<file path="config.mk">
export PLATFORM = sky130hd
export DESIGN_NAME = script_text_tokenizer
export DESIGN_NICKNAME = d
export VERILOG_FILES = /design/src/rtl/stt_pkg.sv /design/src/rtl/script_text_tokenizer.sv
export SDC_FILE = /design/constraint.sdc
export NUM_CORES = 1
export LEC_CHECK = 0
export BUFFER_PORTS_ARGS = -buffer_cell sky130_fd_sc_hd__buf_2
export CAP_MARGIN = 10
export CORE_UTILIZATION = 57
export DETAILED_ROUTE_END_ITERATION = 8
export HOLD_SLACK_MARGIN = 0.12
export PLACE_DENSITY_LB_ADDON = 0.2
export SYNTH_ARGS = -nofsm -noshare
export SYNTH_HDL_FRONTEND = slang
export SYNTH_SLANG_ARGS = --single-unit
export TNS_END_PERCENT = 30
</file>
<file path="constraint.sdc">
create_clock -name aclk -period 6.1 [get_ports aclk]
set_clock_uncertainty 0.2 [all_clocks]
set_input_delay 1.22 -clock aclk [delete_from_list [all_inputs] [get_ports aclk]]
set_output_delay 1.22 -clock aclk [all_outputs]
set_load 0.02 [all_outputs]
</file>
<file path="src/rtl/stt_pkg.sv">
// Shared types and constants for the script text tokenizer.
// Holds character codes, the scanner phase encoding and the result entry layout.
// No dependencies.
package stt_pkg;

    localparam int TEXT_W = 8;
    localparam int POS_W  = 10;
    localparam int LEN_W  = 10;

    localparam logic [TEXT_W-1:0] CH_NUL   = 8'h00;
    localparam logic [TEXT_W-1:0] CH_LF    = 8'h0A;
    localparam logic [TEXT_W-1:0] CH_CR    = 8'h0D;
    localparam logic [TEXT_W-1:0] CH_SPACE = 8'h20;
    localparam logic [TEXT_W-1:0] CH_QUOTE = 8'h22;
    localparam logic [TEXT_W-1:0] CH_STAR  = 8'h2A;
    localparam logic [TEXT_W-1:0] CH_SLASH = 8'h2F;

    // Scanner phase
    typedef enum logic [2:0] {
        PH_SKIP   = 3'd0,
        PH_SLASH  = 3'd1,
        PH_LINE   = 3'd2,
        PH_BLOCK  = 3'd3,
        PH_STAR   = 3'd4,
        PH_STRING = 3'd5,
        PH_PLAIN  = 3'd6,
        PH_EOL    = 3'd7
    } phase_t;

    // Result kind
    typedef enum logic [1:0] {
        KIND_BYTE = 2'd0,
        KIND_END  = 2'd1,
        KIND_EOD  = 2'd2
    } kind_t;

    // Most results one text byte can cause
    localparam int MAX_RES = 3;

    typedef struct packed {
        kind_t              kind;
        logic [TEXT_W-1:0]  char_value;
        logic [POS_W-1:0]   position;
        logic [LEN_W-1:0]   token_length;
        logic               final_res;
    } res_t;

endpackage

</file>
<file path="src/rtl/script_text_tokenizer.sv">
// Script text tokenizer, top level.
// Uses stt_pkg for character codes, phase encoding and the result entry type.
//
// Usage:
//   Input stream (s_axis_*): one text byte per transfer, with the end-of-line
//   request flag on tuser. A zero byte marks end of data; the scanner then
//   returns to skipping whitespace and the next byte starts a new text.
//   Output stream (m_axis_*): zero to three results per text byte. tuser holds
//   the kind (token byte, token end, end of data), tlast marks the last result
//   caused by one text byte. A byte that causes no result (whitespace,
//   comment body) produces no output transfer.
// Path: a byte accepted into the input register is scanned from there, and
//   its results are registered into the result bank, which presents them.
// Throughput: one text byte per cycle while each byte causes at most one result
//   and m_axis_tready stays high; a byte with k results holds the three-entry
//   result bank for k output transfers, which sets the rate for those bytes.
// Stalls: the input register keeps accepting while a finished result waits;
//   once it is full too, s_axis_tready drops until the bank drains.
// Reset: synchronous, active low; scanner goes to whitespace skipping with
//   all token counters cleared, and both register stages are emptied.
module script_text_tokenizer #(
    parameter int TOKEN_CAPACITY = 1024
) (
    input  logic        aclk,
    input  logic        aresetn,

    input  logic        s_axis_tvalid,
    output logic        s_axis_tready,
    input  logic [7:0]  s_axis_tdata,   // [7:0] text_byte
    input  logic        s_axis_tuser,   // [0] until_eol

    output logic        m_axis_tvalid,
    input  logic        m_axis_tready,
    output logic [31:0] m_axis_tdata,   // [7:0] char_value, [17:8] position,
                                        // [27:18] token_length, [31:28] zero
    output logic [1:0]  m_axis_tuser,   // [1:0] kind
    output logic        m_axis_tlast    // final_res
);

    // Counter must hold the capacity itself
    localparam int CNT_W = $clog2(TOKEN_CAPACITY + 1);
    localparam logic [CNT_W-1:0] CAP_C = CNT_W'(TOKEN_CAPACITY);

    // Input register stage
    logic                        in_valid_reg;
    logic [stt_pkg::TEXT_W-1:0]  in_byte_reg;
    logic                        in_eol_reg;

    // Scanner state
    stt_pkg::phase_t   phase_reg,       phase_next;
    logic              eol_mode_reg,    eol_mode_next;
    logic [CNT_W-1:0]  stored_cnt_reg,  stored_cnt_next;
    logic [CNT_W-1:0]  kept_len_reg,    kept_len_next;
    logic              last_quote_reg,  last_quote_next;
    logic              lead_quote_reg,  lead_quote_next;

    // Result bank: the results of one text byte, drained in order
    stt_pkg::res_t     res_reg  [stt_pkg::MAX_RES];
    stt_pkg::res_t     res_next [stt_pkg::MAX_RES];
    logic [1:0]        res_cnt_next;
    logic [1:0]        res_left_reg;
    logic [1:0]        rd_ptr_reg;

    logic bank_free;
    logic move;

    // Bank can take a new byte's results when empty or its last entry leaves now
    assign bank_free = (res_left_reg == 2'd0) ||
                       (res_left_reg == 2'd1 && m_axis_tready);
    assign move          = in_valid_reg && bank_free;
    assign s_axis_tready = !in_valid_reg || move;

    assign m_axis_tvalid = (res_left_reg != 2'd0);
    assign m_axis_tuser  = res_reg[rd_ptr_reg].kind;
    assign m_axis_tlast  = res_reg[rd_ptr_reg].final_res;
    assign m_axis_tdata  = {4'b0000,
                            res_reg[rd_ptr_reg].token_length,
                            res_reg[rd_ptr_reg].position,
                            res_reg[rd_ptr_reg].char_value};

    // Scan one text byte: next state plus up to three results
    always_comb begin : scan_logic
        stt_pkg::phase_t             ph;
        logic                        eol;
        logic [CNT_W-1:0]            sc;
        logic [CNT_W-1:0]            kl;
        logic                        lkq;
        logic                        lq;
        logic [1:0]                  n;
        logic                        do_begin;
        logic                        do_body;
        logic [stt_pkg::TEXT_W-1:0]  b;
        logic [stt_pkg::TEXT_W-1:0]  bb;
        logic [CNT_W-1:0]            len;

        ph  = phase_reg;
        eol = eol_mode_reg;
        sc  = stored_cnt_reg;
        kl  = kept_len_reg;
        lkq = last_quote_reg;
        lq  = lead_quote_reg;
        n   = 2'd0;
        b   = in_byte_reg;
        bb  = in_byte_reg;
        do_begin = 1'b0;
        do_body  = 1'b0;
        len = '0;

        for (int i = 0; i < stt_pkg::MAX_RES; i++) begin
            res_next[i].kind         = stt_pkg::KIND_BYTE;
            res_next[i].char_value   = '0;
            res_next[i].position     = '0;
            res_next[i].token_length = '0;
            res_next[i].final_res    = 1'b0;
        end

        unique case (ph)
            stt_pkg::PH_SKIP: begin
                if (b == stt_pkg::CH_NUL) begin
                    res_next[n].kind = stt_pkg::KIND_EOD;
                    n  = n + 2'd1;
                    ph = stt_pkg::PH_SKIP;
                end else if (b > stt_pkg::CH_SPACE) begin
                    eol = in_eol_reg;
                    sc  = '0;
                    kl  = '0;
                    lkq = 1'b0;
                    lq  = 1'b0;
                    if (b == stt_pkg::CH_SLASH) begin
                        ph = stt_pkg::PH_SLASH;
                    end else begin
                        do_begin = 1'b1;
                    end
                end
            end
            stt_pkg::PH_SLASH: begin
                if (b == stt_pkg::CH_SLASH) begin
                    ph = stt_pkg::PH_LINE;
                end else if (b == stt_pkg::CH_STAR) begin
                    ph = stt_pkg::PH_BLOCK;
                end else begin
                    // held slash opens the token, then this byte is scanned
                    do_begin = 1'b1;
                    bb       = stt_pkg::CH_SLASH;
                    do_body  = 1'b1;
                end
            end
            stt_pkg::PH_LINE: begin
                if (b == stt_pkg::CH_NUL) begin
                    res_next[n].kind = stt_pkg::KIND_EOD;
                    n  = n + 2'd1;
                    ph = stt_pkg::PH_SKIP;
                end else if (b == stt_pkg::CH_LF) begin
                    ph = stt_pkg::PH_SKIP;
                end
            end
            stt_pkg::PH_BLOCK: begin
                if (b == stt_pkg::CH_NUL) begin
                    res_next[n].kind = stt_pkg::KIND_EOD;
                    n  = n + 2'd1;
                    ph = stt_pkg::PH_SKIP;
                end else if (b == stt_pkg::CH_STAR) begin
                    ph = stt_pkg::PH_STAR;
                end
            end
            stt_pkg::PH_STAR: begin
                if (b == stt_pkg::CH_NUL) begin
                    res_next[n].kind = stt_pkg::KIND_EOD;
                    n  = n + 2'd1;
                    ph = stt_pkg::PH_SKIP;
                end else if (b == stt_pkg::CH_SLASH) begin
                    ph = stt_pkg::PH_SKIP;
                end else if (b != stt_pkg::CH_STAR) begin
                    ph = stt_pkg::PH_BLOCK;
                end
            end
            stt_pkg::PH_STRING,
            stt_pkg::PH_PLAIN,
            stt_pkg::PH_EOL: begin
                do_body = 1'b1;
            end
            default: begin
                ph = stt_pkg::PH_SKIP;
            end
        endcase

        // First byte of a token body
        if (do_begin) begin
            if (bb == stt_pkg::CH_QUOTE && !eol) begin
                ph = stt_pkg::PH_STRING;
            end else if (eol) begin
                ph = stt_pkg::PH_EOL;
                lq = (bb == stt_pkg::CH_QUOTE);
                if (sc < CAP_C) begin
                    if (bb >= stt_pkg::CH_SPACE) begin
                        kl  = sc + CNT_W'(1);
                        lkq = (bb == stt_pkg::CH_QUOTE);
                    end
                    // leading quote is dropped
                    if (!(sc == '0 && lq)) begin
                        res_next[n].kind       = stt_pkg::KIND_BYTE;
                        res_next[n].char_value = bb;
                        res_next[n].position   = stt_pkg::POS_W'(sc - CNT_W'(lq));
                        n = n + 2'd1;
                    end
                    sc = sc + CNT_W'(1);
                end
            end else begin
                ph = stt_pkg::PH_PLAIN;
                if (sc < CAP_C) begin
                    res_next[n].kind       = stt_pkg::KIND_BYTE;
                    res_next[n].char_value = bb;
                    res_next[n].position   = stt_pkg::POS_W'(sc);
                    n  = n + 2'd1;
                    sc = sc + CNT_W'(1);
                end
            end
        end

        // Token length should the token end on this byte
        if (ph == stt_pkg::PH_EOL) begin
            len = kl;
            if (lq && len != '0) begin
                len = len - CNT_W'(1);
                if (len != '0 && lkq) begin
                    len = len - CNT_W'(1);
                end
            end
        end else begin
            len = sc;
        end
        if (len >= CAP_C) begin
            len = '0;   // token that reaches capacity reports zero
        end

        // Byte inside a token body
        if (do_body) begin
            if (ph == stt_pkg::PH_PLAIN) begin
                if (b > stt_pkg::CH_SPACE) begin
                    if (sc < CAP_C) begin
                        res_next[n].kind       = stt_pkg::KIND_BYTE;
                        res_next[n].char_value = b;
                        res_next[n].position   = stt_pkg::POS_W'(sc);
                        n  = n + 2'd1;
                        sc = sc + CNT_W'(1);
                    end
                end else begin
                    res_next[n].kind         = stt_pkg::KIND_END;
                    res_next[n].token_length = stt_pkg::LEN_W'(len);
                    n  = n + 2'd1;
                    ph = stt_pkg::PH_SKIP;
                    if (b == stt_pkg::CH_NUL) begin
                        res_next[n].kind = stt_pkg::KIND_EOD;
                        n = n + 2'd1;
                    end
                end
            end else if (ph == stt_pkg::PH_EOL) begin
                if (b == stt_pkg::CH_LF || b == stt_pkg::CH_CR ||
                    b == stt_pkg::CH_NUL) begin
                    res_next[n].kind         = stt_pkg::KIND_END;
                    res_next[n].token_length = stt_pkg::LEN_W'(len);
                    n  = n + 2'd1;
                    ph = stt_pkg::PH_SKIP;
                    if (b == stt_pkg::CH_NUL) begin
                        res_next[n].kind = stt_pkg::KIND_EOD;
                        n = n + 2'd1;
                    end
                end else if (sc < CAP_C) begin
                    if (b >= stt_pkg::CH_SPACE) begin
                        kl  = sc + CNT_W'(1);
                        lkq = (b == stt_pkg::CH_QUOTE);
                    end
                    if (!(sc == '0 && lq)) begin
                        res_next[n].kind       = stt_pkg::KIND_BYTE;
                        res_next[n].char_value = b;
                        res_next[n].position   = stt_pkg::POS_W'(sc - CNT_W'(lq));
                        n = n + 2'd1;
                    end
                    sc = sc + CNT_W'(1);
                end
            end else begin
                // quoted string
                if (b == stt_pkg::CH_QUOTE || b == stt_pkg::CH_NUL) begin
                    res_next[n].kind         = stt_pkg::KIND_END;
                    res_next[n].token_length = stt_pkg::LEN_W'(len);
                    n  = n + 2'd1;
                    ph = stt_pkg::PH_SKIP;
                    if (b == stt_pkg::CH_NUL) begin
                        res_next[n].kind = stt_pkg::KIND_EOD;
                        n = n + 2'd1;
                    end
                end else if (sc < CAP_C) begin
                    res_next[n].kind       = stt_pkg::KIND_BYTE;
                    res_next[n].char_value = b;
                    res_next[n].position   = stt_pkg::POS_W'(sc);
                    n  = n + 2'd1;
                    sc = sc + CNT_W'(1);
                end
            end
        end

        for (int i = 0; i < stt_pkg::MAX_RES; i++) begin
            res_next[i].final_res = (n != 2'd0) && (2'(i) == n - 2'd1);
        end

        phase_next      = ph;
        eol_mode_next   = eol;
        stored_cnt_next = sc;
        kept_len_next   = kl;
        last_quote_next = lkq;
        lead_quote_next = lq;
        res_cnt_next    = n;
    end

    // Input register
    always_ff @(posedge aclk) begin
        if (!aresetn) begin
            in_valid_reg <= 1'b0;
        end else if (s_axis_tready) begin
            in_valid_reg <= s_axis_tvalid;
        end
        if (s_axis_tvalid && s_axis_tready) begin
            in_byte_reg <= s_axis_tdata;
            in_eol_reg  <= s_axis_tuser;
        end
    end

    // Scanner state advances when a byte moves into the result bank
    always_ff @(posedge aclk) begin
        if (!aresetn) begin
            phase_reg      <= stt_pkg::PH_SKIP;
            eol_mode_reg   <= 1'b0;
            stored_cnt_reg <= '0;
            kept_len_reg   <= '0;
            last_quote_reg <= 1'b0;
            lead_quote_reg <= 1'b0;
        end else if (move) begin
            phase_reg      <= phase_next;
            eol_mode_reg   <= eol_mode_next;
            stored_cnt_reg <= stored_cnt_next;
            kept_len_reg   <= kept_len_next;
            last_quote_reg <= last_quote_next;
            lead_quote_reg <= lead_quote_next;
        end
    end

    // Result bank
    always_ff @(posedge aclk) begin
        if (!aresetn) begin
            res_left_reg <= 2'd0;
            rd_ptr_reg   <= 2'd0;
        end else if (move) begin
            res_left_reg <= res_cnt_next;
            rd_ptr_reg   <= 2'd0;
        end else if (m_axis_tvalid && m_axis_tready) begin
            res_left_reg <= res_left_reg - 2'd1;
            rd_ptr_reg   <= rd_ptr_reg + 2'd1;
        end
        if (move) begin
            for (int i = 0; i < stt_pkg::MAX_RES; i++) begin
                res_reg[i] <= res_next[i];
            end
        end
    end

endmodule

</file>
## Yosys cells after proc, flatten, opt, wreduce, memory -nomap -nowiden

Memories as Yosys holds them, arrays and structs flattened. A register that Yosys moved wholly into a read port is not among the register bits.
Index checks and enable logic that the tools add are counted.
W data, S select, Z words.

- Word-level logic and storage cells: 250
- Input bits: 13
- RAM bits: 93
- Output and inout port bits: 37
- Memories: 1
- Register bits after elaboration: 42

Memories:

| memory | words | bits a word | rd ports | clocked after Yosys merged registers in | wr ports | RTL line | RTL |
|---|---|---|---|---|---|---|---|
| res_reg | 3 | 31 | 1 | 1 | 3 | script_text_tokenizer.sv:58 | `stt_pkg::res_t res_reg [stt_pkg::MAX_RES];` |

- $lt $le $gt $ge: 12
- Muxes and demuxes: 155
- Add/sub/neg operators: 12
- Equality and inequality tests: 19
- Reductions and logical operators: 36
- Bitwise operators: 4

Operator list:

| cell | count |
|---|---|
| $mux W93 | 16 |
| $bwmux W93 | 11 |
| $demux W31 S2 | 8 |
| $mux W11 | 31 |
| $mux W31 | 3 |
| $mux W29 | 2 |
| $mux W3 | 19 |
| $mux W2 | 23 |
| $mux W21 | 2 |
| $mux W1 | 33 |
| $eq A8 B6 Y1 const B | 4 |
| $mux W8 | 3 |
| $add A11 B1 Y11 const B | 2 |
| $logic_not A11 Y1 | 2 |
| $lt A11 B11 Y1 const B | 2 |
| $reduce_bool A11 Y1 | 2 |
| $sub A11 B1 Y11 const B | 2 |
| $sub A10 B1 Y10 | 2 |
| $eq A3 B3 Y1 const B | 6 |
| $eq A8 B4 Y1 const B | 2 |
| $ge A8 B6 Y1 const B | 2 |
| $logic_and A1 B1 Y1 | 15 |
| $pmux W3 S5 | 1 |
| $ge A11 B11 Y1 const B | 1 |
| other kinds (24) | 44 |

## Logic depth before layout (Yosys ltp)

Gate-level depths: netlist of run 1.

- Depth after elaboration: 25
- Gate-level depth with buffers: 25
- Mapped depth without buffers: 20

## Worst setup path before layout of run 1

Ideal clock, no wire load.

- Path type: flip-flop to flip-flop
- Start: register in_byte_reg[4] (netlist name)
- End: memory res_reg[0][2] (netlist name), data pin
- Library setup time: 190 ps
- Data arrival time: 5,730 ps
- Setup slack: -20 ps
- Buffers on the path: 4
- Cell stages (with the launch flop): 25
- Required time: 5,710 ps
- Period minus slack after synthesis: 6,120 ps
- Cell sequence: edfxtp_1 > or4b_4 > buf_6 > o211ai_2 > buf_2 > buf_4 > buf_2 > nand2_1 > inv_1 > ha_1 > or4b_2 > a211oi_1 > a211oi_1 > o31ai_2 > inv_1 > ha_1 > o31ai_1 > a31oi_1 > nand4_1 > and3_1 > o2111ai_2 > nor3_4 > mux2i_4 > nand4_2 > a2111oi_2

RTL lines:

| item | RTL line | RTL |
|---|---|---|
| start, declared | script_text_tokenizer.sv:46 | `logic [stt_pkg::TEXT_W-1:0] in_byte_reg;` |
| start signal, assigned | script_text_tokenizer.sv:323 | `in_byte_reg <= s_axis_tdata;` |
| end, declared | script_text_tokenizer.sv:58 |  |

==> metrics.md, run 1 <==
| Metric | Value |
|---|---|
| FP Rows | 48 |
| Prevailing post-synth register cell | edfxtp_1 |
| Aggregate routed wire length | about 34000 µm |
| Die Wd | 136 µm |
| Fin. Hold Viols | 0 |
| First-pass GRT wire length | 52100 µm |
| CTS Root Cell | clkbuf_16 |
| RSZ-0062 raised after global routing | yes |
| Total CTS buffers | 17 |
| R2r setup slk | 0.08 ns |
| Post-synth ARST share | 0% |
| Hold depth | 2 |
| Startpoint Class | flop |
| Final nets | ~1300 |
| Worst reg2reg path depth | 17 |
| Crit Path Category | reg2reg |
| Hold_sp | kept_len_reg[1] |
| DRC | 0 |
| Slowest cell on the critical path | or4b_4 |
| RePlAce Congestion | 1.00 |
| CTS tree | yes |
| Antenna Cells | 0 |
| Routed wire per std cell | between 20 and 25 µm |
| DP Cell Count | 1460 |
| Number of synthesized flops with an enable pin | 102 |
| Max rail drop VDD | 0.472 mV |
| DRT antenna net count | 0 |
| Crit path buf inv count | 1 |
| # H-tree levels | 4 |
| Vias in the first global route | just under 9000 |
| Layout cell share with drive strength beyond 1 | roughly 14% |
| Max-slew violations | 0 |
| Reg-to-Reg End | res_reg[0][2] |
| Synth Cell Area | 10200 µm² |
| Largest net degree at the start of global routing | 75 |
| Endpoint class of the critical path | flop |
| Pre-CTS setup slack | between 0.15 and 0.2 ns |
| Worst-margin pin slew | ~1.1 ns |
| Critical path data required time | between 6 and 7 ns |
| Clock Tree Buf Depth | 2 |
| Mean area per synthesized cell | 8.39 µm² |
| WP data arrival | around 6.1 ns |
| Post-Synthesis Cells | 1217 |
| Initial Utilization | 58.6% |
| Clock sink count | 137 |
| Rel. slew slack | approximately a quarter |
| Core region area | 17400 µm² |
| Max stage delay on crit path | 0.64 ns |
| Global router's overall resource usage | a little under two fifths |
| HP Class | reg2reg |
| End-of-flow core utilization | 65.5% |
| Worst skew pair latency | roughly 0.44 ns |
| Vias per inst | 6.79 |
| # IOs | 50 |
| I/O Buffers | 45 |
| Setup TNS | 0 ns |
| Worst Hold End | kept_len_reg[1] |
| Final setup fails | 0 |
| Final WS setup | 0.0814 ns |
| Global route overflow | 0 |
| Hpwl dp | 24700 µm |
| Area of the die | approximately 18000 µm² |
| Yosys reg bits | roughly 140 |
| Clock transition at the registers of the reported paths | approximately 0.070 ns |
| Drt pass-1 iters | 6 |
| Final non-filler cell total | 1492 |
| Hold slack | 0.260 ns |
| Tcrit/Tclk final | 98.7% |
| Critical Path Fanout Max | 12 |
| Initial antenna violation count | 0 |
| Fmax | approximately 170 MHz |
| Crit path cell chain | or4b_4 > o211ai_2 > and2_1 > ha_1 > or4b_2 > a211oi_1 > a211oi_1 > o31ai_2 > inv_1 > ha_1 > o211ai_1 > xnor2_1 > nand4bb_2 > nor3_4 > mux2i_4 > nand4_4 > a2111oi_2 |
| Area growth syn-to-layout | 11.7% |
| Count of different cell masters after synthesis | between 90 and 100 |
| Lkg Pwr | 3.96 nW |
| Crit path time final | roughly 6.0 ns |
| Crit path max-delay family | simple AND/OR/NAND/NOR gates |
| Max FFs per register | 93 |
| Status | complete, no violations |
| Synthesis warning total | 0 |
| Power Density | 477 nW/µm² |
| Max-cap violations | 0 |
| Via Count | 10100 |
| Die H | 136 µm |
| FF-to-FF Start | in_byte_reg[7] |
| Setup bufs post-CTS | 0 |
| Initial detailed-routing violation count | 1426 |
| Seq/Total Area, Yosys | 36.8% |
## cell type report
cell class	count	area, µm²
multi-input combinational	971	6010
fill	1494	6010
sequential	137	3770
timing repair buffer	102	666
clock buffer	17	425
tap	225	282
clock inverter	15	156
inverter	25	96.3
## how the worst max path moves through the flow
stage | depth (start not counted) | startpoint | end
after floorplan | 22 | in_byte_reg[4] | res_reg[0][2]
after CTS | 17 | in_byte_reg[7] | res_reg[0][2]
after global placement | 17 | in_byte_reg[7] | res_reg[0][2]
after detailed placement | 17 | in_byte_reg[7] | res_reg[0][2]
after global routing | 17 | in_byte_reg[7] | res_reg[2][4]
final | 17 | in_byte_reg[7] | res_reg[0][2]
## cells by family (layout without fill, tap and decap cells)
| logic type | Yosys count | after routing | synth area share [%] |
|---|---|---|---|
| AO/OA/AOI/OAI | 374 | 374 | 24.1 |
| multiplexers | 39 | 39 | 3.97 |
| other | 1 | 4 | 0.0367 |
| XOR/XNOR | 46 | 46 | 4.20 |
| adder cells (fa/ha/maj) | 23 | 23 | 2.82 |
| flip-flops | 137 | 137 | 36.8 |
| buffers and inverters | 112 | 159 | 4.67 |
| AND/OR/NAND/NOR | 485 | 485 | 23.4 |
## Yosys cell counts (4+ instances only)
library cell | instances | area, µm²
nand4_1 | 14 | 87.6
buf_2 | 9 | 45.0
a211oi_1 | 19 | 143
and3_1 | 12 | 75.1
nor2_1 | 120 | 450
a21o_1 | 12 | 90.1
buf_4 | 6 | 45.0
nand2_1 | 145 | 544
and4_1 | 4 | 35.0
mux2i_1 | 36 | 360
clkbuf_1 | 63 | 236
nor3b_1 | 8 | 60.1
a21oi_1 | 75 | 375
a31oi_1 | 24 | 150
nor4_1 | 13 | 81.3
or3_1 | 16 | 100
o211ai_1 | 14 | 105
o21a_1 | 13 | 97.6
edfxtp_1 | 102 | 3060
a22oi_1 | 4 | 30.0
o21ai_1 | 7 | 35.0
nand2b_1 | 9 | 56.3
o22a_1 | 4 | 35.0
ha_1 | 23 | 288
a211o_1 | 4 | 35.0
a311oi_1 | 6 | 52.6
nand3_1 | 34 | 170
inv_1 | 24 | 90.1
dfxtp_1 | 35 | 701
o221ai_1 | 5 | 43.8
xnor2_1 | 32 | 280
o31ai_1 | 6 | 45.0
nor2b_1 | 10 | 62.6
buf_1 | 6 | 22.5
o22ai_1 | 27 | 169
o21ai_0 | 100 | 500
and2_1 | 22 | 138
xor2_1 | 12 | 105
nor3_1 | 50 | 250
## repair_timing
| action | CTS | global route |
|---|---|---|
| gates resized for setup | 0 | 3 |
| setup endpoints to repair | 0 | 16 |
| hold buffers | 0 | 0 |
## worst reg2reg max path, delay by kind of cell, from the launching register on
family                     cells  cell delay (ns)
buffers and inverters          1             0.10
muxes                          1             0.40
AOI/OAI and AO/OA              6             1.51
xor gates and xnor gates       1             0.21
and+or+nand+nor                6             2.41
adders and majority gates      2             0.51
DFF                            1             0.47
## layer usage
| metal | up-vias | wire length (µm) | global-route usage [%] |
|---|---|---|---|
| met2 | 663 | 14300 | 54.5 |
| li1 | 4608 | - | - |
| met5 | - | 0 | 0 |
| met4 | 0 | 998 | 12.7 |
| met3 | 85 | 4070 | 10.1 |
| met1 | 4777 | 14600 | 54.4 |
## per-stage QoR
stage / area, µm² / power, mW
after CTS: 11400 / 5.31
after detailed placement: 10800 / 4.27
final: 11400 / 5.44
after global routing: 11400 / 5.68
after floorplan: 10200 / 3.36
after global placement: 10800 / 4.26
## power breakdown
group          total, mW  switching [mW]  internal, mW
Combinational       3.03            2.09         0.937
Sequential          1.37           0.135          1.23
Clock               1.04           0.465         0.577
## cells in the final DEF, fill, tap and decap left out, types with 24 or more instances in the layout
master	synthesis	layout
nand2_1	145	145
nor3_1	50	49
edfxtp_1	102	102
nor2_1	120	120
o21ai_0	100	100
xnor2_1	32	32
a31oi_1	24	24
nand3_1	34	34
mux2i_1	36	36
o22ai_1	27	27
buf_4	6	56
dfxtp_1	35	33
buf_2	9	45
a21oi_1	75	75
Note: power is estimated with default switching activity, not from simulation.
==> inputs of run 2 (changes only) <==
--- a/config.mk
+++ b/config.mk
@@ -6,8 +6,8 @@
 export NUM_CORES = 1
 export LEC_CHECK = 0
 export BUFFER_PORTS_ARGS = -buffer_cell sky130_fd_sc_hd__buf_2
-export CAP_MARGIN = 10
-export CORE_UTILIZATION = 57
+export CAP_MARGIN = 20
+export CORE_UTILIZATION = 30
 export DETAILED_ROUTE_END_ITERATION = 8
 export HOLD_SLACK_MARGIN = 0.12
 export PLACE_DENSITY_LB_ADDON = 0.2
==> metrics.md, run 2 (synthesis results as in run 1) <==
| Metric | Value |
|---|---|
| Critical path data required time | 6.14 ns (about the same) |
| Endpoint class of the critical path | flop |
| Die H | 187 µm (+37%) |
| Global route overflow | 0 (unchanged) |
| Lkg Pwr | 4.02 nW (+1.5%) |
| FP Rows | 67 (+40%) |
| Crit path cell chain | or4b_4 > o211ai_2 > and2_1 > ha_1 > or4b_2 > a211oi_1 > a211oi_1 > o31ai_2 > inv_1 > ha_1 > o31ai_1 > a31oi_1 > nand4_1 > and3_1 > o2111ai_4 > nor3_4 > mux2i_4 > nand4_4 > a2111oi_2 |
| RePlAce Congestion | 0.914 (-8.9%) |
| HP Class | reg2reg |
| Die Wd | 187 µm (+37%) |
| Vias per inst | 5.69 (-16%) |
| Crit path buf inv count | 1 (unchanged) |
| WP data arrival | 5.83 ns (-0.22 ns) |
| Crit path time final | 5.80 ns (-0.222 ns) |
| Critical Path Fanout Max | 8 (-4) |
| Vias in the first global route | 9115 (+2.1%) |
| Status | complete, no violations |
| # H-tree levels | 4 (unchanged) |
| Routed wire per std cell | 21.4 µm (-6.1%) |
| CTS tree | yes |
| Fin area | 11800 µm² (+3.4%) |
| Hold slack | 0.258 ns (-0.00202 ns) |
| Max-slew violations | 0 (unchanged) |
| Final setup fails | 0 (unchanged) |
| M2 GR Usage | 32.3% (-22 points) |
| Total CTS buffers | 17 (unchanged) |
| Max rail drop VDD | 0.186 mV (-61%) |
| DRT antenna net count | 0 (unchanged) |
| Startpoint Class | flop |
| Initial Utilization | 30.5% (-28 points) |
| Via Count | 9809 (-3.2%) |
| Worst reg2reg path depth | 19 (+2) |
| Largest net degree at the start of global routing | 73 (-2.7%) |
| R2r setup slk | 0.30 ns (+0.22 ns) |
| Hpwl dp | 27500 µm (+11%) |
| Initial antenna violation count | 0 (unchanged) |
| Crit path max-delay family | simple AND/OR/NAND/NOR gates |
| Met3 global-route usage | 3.03% (-7.1 points) |
| CTS Root Cell | clkbuf_16 |
| Drt pass-1 iters | 5 (-1) |
| Crit Path Category | reg2reg |
| Area growth syn-to-layout | 15.5% |
| DRC | 0 (unchanged) |
| Commonest non-fill, non-tap cell in the layout | nand2_1 |
| Worst-margin pin slew | 0.917 ns (-0.200 ns) |
| Setup TNS | 0 ns (unchanged) |
| Final nets | 1299 (+0.70%) |
| Max FFs per register | 93 (unchanged) |
| I/O Buffers | 45 (unchanged) |
| Max stage delay on crit path | 0.58 ns (-0.06 ns) |
| Antenna Cells | 0 (unchanged) |
| Clock Tree Buf Depth | 2 (unchanged) |
| Area of the die | 34800 µm² (+88%) |
| # IOs | 50 (unchanged) |
| Crit path depth | 19 (+2) |
| Commonest cells after routing, fill and taps aside | nand2_1, nor2_1, edfxtp_1 |
| Clock transition at the registers of the reported paths | 0.07 ns (about the same) |
| Core region area | 33500 µm² (+93%) |
| Fmax | 173 MHz (+3.8%) |
| First-pass GRT wire length | 56600 µm (+8.8%) |
| Global router's overall resource usage | 21.1% (-17 points) |
| Max-cap violations | 0 (unchanged) |
| GR Util met1 | 30.2% (-24 points) |
| Hold depth | 2 (unchanged) |
| Busiest grt layer | met2 |
| Rel. slew slack | 38.8% (+13 points) |
| Initial detailed-routing violation count | 1032 (-28%) |
| Area post-placement | 11100 µm² (+3.1%) |
| Clock sink count | 137 (unchanged) |
| Aggregate routed wire length | 36900 µm (+8.5%) |
| Layout cell share with drive strength beyond 1 | 14.9% (+0.60 points) |
| Power Density | 466 nW/µm² (-2.2%) |
| Worst skew pair latency | 0.44 ns (about the same) |
| Fin. Hold Viols | 0 (unchanged) |
| Tot Pwr | 5.50 mW (+1.2%) |
| Slowest cell on the critical path | or4b_2 |
| Tcrit/Tclk final | 95.0% (-3.6 points) |
[run 2: changes by cell type in the layout (fill, tap and decap cells not counted), moves of 2 or more]
| cell | previous run | this run |
|---|---|---|
| inv_6 | 6 | 2 |
| bufinv_16 | 1 | 3 |
| clkinv_2 | 0 | 3 |
| buf_4 | 56 | 65 |
| inv_8 | 3 | 0 |
| clkinv_4 | 2 | 4 |
[run 2: stage by stage]
step           instances  utilization (%)  setup slack (ns)
2_1_floorplan       1220                -            0.0185
3_3_place_gp        1689             33.2             0.471
3_5_place_dp        1689             33.2             0.266
4_1_cts             1721             35.0             0.238
5_1_grt             1724             35.2         -0.000405
6_report            1724             35.2             0.303
[run 2: repair_timing]
item                       4_1_cts  5_1_grt
resized for setup                0        5
hold buffers                     0        0
setup buffers                    0        3
setup endpoints to repair        0       15
[run 2: per-layer routing]
layer  share of wire [%]  routed length, µm
met3                 6.2               2270
met2                  44              16200
met5                   0                  0
met1                  47              17400
met4                 2.7                986
[run 2: worst register-to-register path: stages, from the launching register on]
cell and delay, ns:
edfxtp_1 0.49, or4b_4 0.57, o211ai_2 0.28, and2_1 0.22
ha_1 0.17, or4b_2 0.58, a211oi_1 0.24, a211oi_1 0.14
o31ai_2 0.25, inv_1 0.11, ha_1 0.21, o31ai_1 0.07
a31oi_1 0.15, nand4_1 0.17, and3_1 0.23, o2111ai_4 0.22
nor3_4 0.32, mux2i_4 0.45, nand4_4 0.23, a2111oi_2 0.31
[run 2: cell type report]
| class | count | area [µm²] |
|---|---|---|
| fill | 3531 | 21700 |
| multi-input combinational | 971 | 6040 |
| sequential | 137 | 3770 |
| timing repair buffer | 111 | 733 |
| tap | 448 | 561 |
| clock buffer | 17 | 425 |
| clock inverter | 15 | 176 |
| inverter | 25 | 96.3 |
[run 2: power by group]
| part | internal [mW] | leakage [nW] | switching [mW] | total (mW) |
|---|---|---|---|---|
| clock | 0.643 | 0.291 | 0.430 | 1.07 |
| combinational | 0.951 | 2.46 | 2.12 | 3.07 |
| sequential | 1.23 | 1.27 | 0.121 | 1.35 |
[run 2: final timing paths]
check	start	end
worst min register to register	kept_len_reg[1]	kept_len_reg[1]
worst min-delay path	kept_len_reg[1]	kept_len_reg[1]
worst max register to register	in_byte_reg[7]	res_reg[0][2]
worst max-delay path	in_byte_reg[7]	res_reg[0][2]
==> inputs of run 3 (changes only) <==
--- a/config.mk
+++ b/config.mk
@@ -5,6 +5,7 @@
 export SDC_FILE = /design/constraint.sdc
 export NUM_CORES = 1
 export LEC_CHECK = 0
+export ABC_AREA = 1
 export BUFFER_PORTS_ARGS = -buffer_cell sky130_fd_sc_hd__buf_2
 export CAP_MARGIN = 20
 export CORE_UTILIZATION = 30
==> metrics.md, run 3 <==
| Metric | Value |
|---|---|
| # IOs | 50 (unchanged) |
| Aggregate routed wire length | 37700 µm (+2.4%) |
| Number of synthesized flops with an enable pin | 102 (unchanged) |
| Critical path data required time | 6.11 ns (-0.03 ns) |
| Post-Synthesis Cells | 1493 (+23%) |
| Die Wd | 189 µm (+1.2%) |
| Slowest cell on the critical path | edfxtp_1 |
| Crit path buf inv count | 6 (+5) |
| DRC | 0 (unchanged) |
| DRT antenna net count | 0 (unchanged) |
| Worst skew pair latency | 0.46 ns (+0.02 ns) |
| Post-synth top area share | 29.2% (-0.74 points) |
| Final setup fails | 0 (unchanged) |
| Total CTS buffers | 17 (unchanged) |
| Commonest non-fill, non-tap cell in the layout | nand2_1 |
| Setup TNS | 0 ns (unchanged) |
| Clock sink count | 137 (unchanged) |
| Crit path time final | 5.59 ns (-0.205 ns) |
| Commonest cells after routing, fill and taps aside | nand2_1, nor2_1, a21oi_1 |
| Count of different cell masters after synthesis | 55 (-42%) |
| Top cells by area, synth | edfxtp_1, nand2_1, a21oi_1, dfxtp_1, nor2_1 |
| Core region area | 34500 µm² (+2.8%) |
| Count leader, synth | nand2_1 |
| Startpoint Class | flop |
| Tcrit/Tclk final | 91.7% (-3.4 points) |
| Max stage delay on crit path | 0.48 ns (-0.10 ns) |
| Synth Cell Area | 10500 µm² (+2.5%) |
| Clock transition at the registers of the reported paths | 0.06 ns (about the same) |
| Synthesis warning total | 0 (unchanged) |
| Endpoint class of the critical path | flop |
| Initial Utilization | 30.4% (-0.067 points) |
| Tot Pwr | 6.23 mW (+13%) |
| Crit path max-delay family | simple AND/OR/NAND/NOR gates |
| Initial antenna violation count | 0 (unchanged) |
| Yosys reg bits | 137 (unchanged) |
| Status | complete, no violations |
| Fin. Hold Viols | 0 (unchanged) |
| Area growth syn-to-layout | 12.6% |
| RePlAce Congestion | 0.928 (+1.6%) |
| Prevailing post-synth register cell | edfxtp_1 |
| Layout cell share with drive strength beyond 1 | 13.2% (-1.7 points) |
| Post-synth ARST share | 0% (unchanged) |
| Area of the die | 35700 µm² (+2.5%) |
| Global router's overall resource usage | 21.6% (+0.48 points) |
| I/O Buffers | 45 (unchanged) |
| Hpwl dp | 27900 µm (+1.6%) |
| Crit Path Category | reg2reg |
| Vias in the first global route | 9808 (+7.6%) |
| WP data arrival | 5.60 ns (-0.23 ns) |
| HP Class | reg2reg |
| Global route overflow | 0 (unchanged) |
| Max-cap violations | 0 (unchanged) |
| Via Count | 10400 (+6.2%) |
| Power Density | 529 nW/µm² (+13%) |
| Max-slew violations | 0 (unchanged) |
| Final nets | 1562 (+20%) |
| Rel. slew slack | 27.3% (-11 points) |
| Fmax | 179 MHz (+3.7%) |
| First-pass GRT wire length | 58700 µm (+3.5%) |
| Largest net degree at the start of global routing | 74 (+1.4%) |
| Routed wire per std cell | 18.9 µm (-11%) |
| Drt pass-1 iters | 7 (+2) |
| Crit path top cell by count | nand2_1 |
| CTS tree | yes |
| Initial detailed-routing violation count | 1060 (+2.7%) |
| R2r setup slk | 0.51 ns (+0.20 ns) |
| CTS Hold Bufs | 0 (unchanged) |
| Antenna Cells | 0 (unchanged) |
| # H-tree levels | 4 (unchanged) |
| Clock Tree Buf Depth | 2 (unchanged) |
| CTS Root Cell | clkbuf_16 |
| Synth area leader | edfxtp_1 |
| Mean area per synthesized cell | 7.01 µm² (-16%) |
| Die H | 189 µm (+1.2%) |
| FP Rows | 68 (+1.5%) |
| Max FFs per register | 93 (unchanged) |
| Worst-margin pin slew | 1.09 ns (+0.171 ns) |
| RSZ-0062 raised after global routing | no |
| Max rail drop VDD | 0.221 mV (+19%) |
| Critical Path Fanout Max | 33 (+25) |
| End-of-flow core utilization | 34.2% (-0.96 points) |
| Lkg Pwr | 4.97 nW (+24%) |
| Seq/Total Area, Yosys | 35.9% (-0.91 points) |
| Commonest cells post-synth | nand2_1, nor2_1, a21oi_1, inv_1, edfxtp_1 |
| Vias per inst | 5.22 (-8.2%) |
[run 3: where the power goes]
group	leakage (nW)	switching (mW)	internal, mW
clock network	0.291	0.443	0.685
registers	1.26	0.0863	1.26
logic	3.41	2.79	0.975
[run 3: cells by family after synthesis]
kind of cell,count (synthesis),share of synthesized area [%]
AO/OA/AOI/OAI,333,18.1
buffers and inverters,220,8.61
adder cells (fa/ha/maj),23,2.75
other,1,0.0358
XOR/XNOR,28,2.41
flip-flops,137,35.9
AND/OR/NAND/NOR,751,32.2
[run 3: layout make-up]
cell class | instances | area (µm²)
multi-input combinational | 1139 | 5830
sequential | 137 | 3760
inverter | 166 | 631
tap | 455 | 569
clock inverter | 14 | 194
clock buffer | 18 | 429
fill | 3726 | 22700
timing repair buffer | 65 | 375
[run 3: timing repair]
action | CTS | global route
setup buffers | 0 | 2
endpoints found under the setup margin | 0 | 10
resized for setup | 0 | 3
[run 3: path summary, 6_finish.rpt]
check                                startpoint         endpoint  depth (start not counted)
worst max-delay path             in_byte_reg[3]   res_reg[0][26]                         28
worst min-delay path            kept_len_reg[4]  kept_len_reg[4]                          1
worst max register to register   in_byte_reg[3]   res_reg[0][26]                         28
worst min register to register  kept_len_reg[4]  kept_len_reg[4]                          1
[run 3: routing by layer]
layer	part of all wire [%]	track usage, %	wire length [µm]	up-vias
met2	44	32.6	16500	387
met5	0	0	0	-
met4	2.6	7.91	995	0
met1	47	30.7	17700	4886
li1	-	-	-	5089
met3	6.6	3.50	2500	53
[run 3: per-stage QoR]
stage	worst slack (ns)	cells	hold slack [ns]	area, µm²
after floorplan	0.908	1496	0.229	10500
after global routing	0.0923	1994	0.301	11800
final	0.508	1994	0.268	11800
after global placement	0.395	1960	0.240	11100
after detailed placement	0.381	1960	0.251	11100
after CTS	0.368	1992	0.268	11800
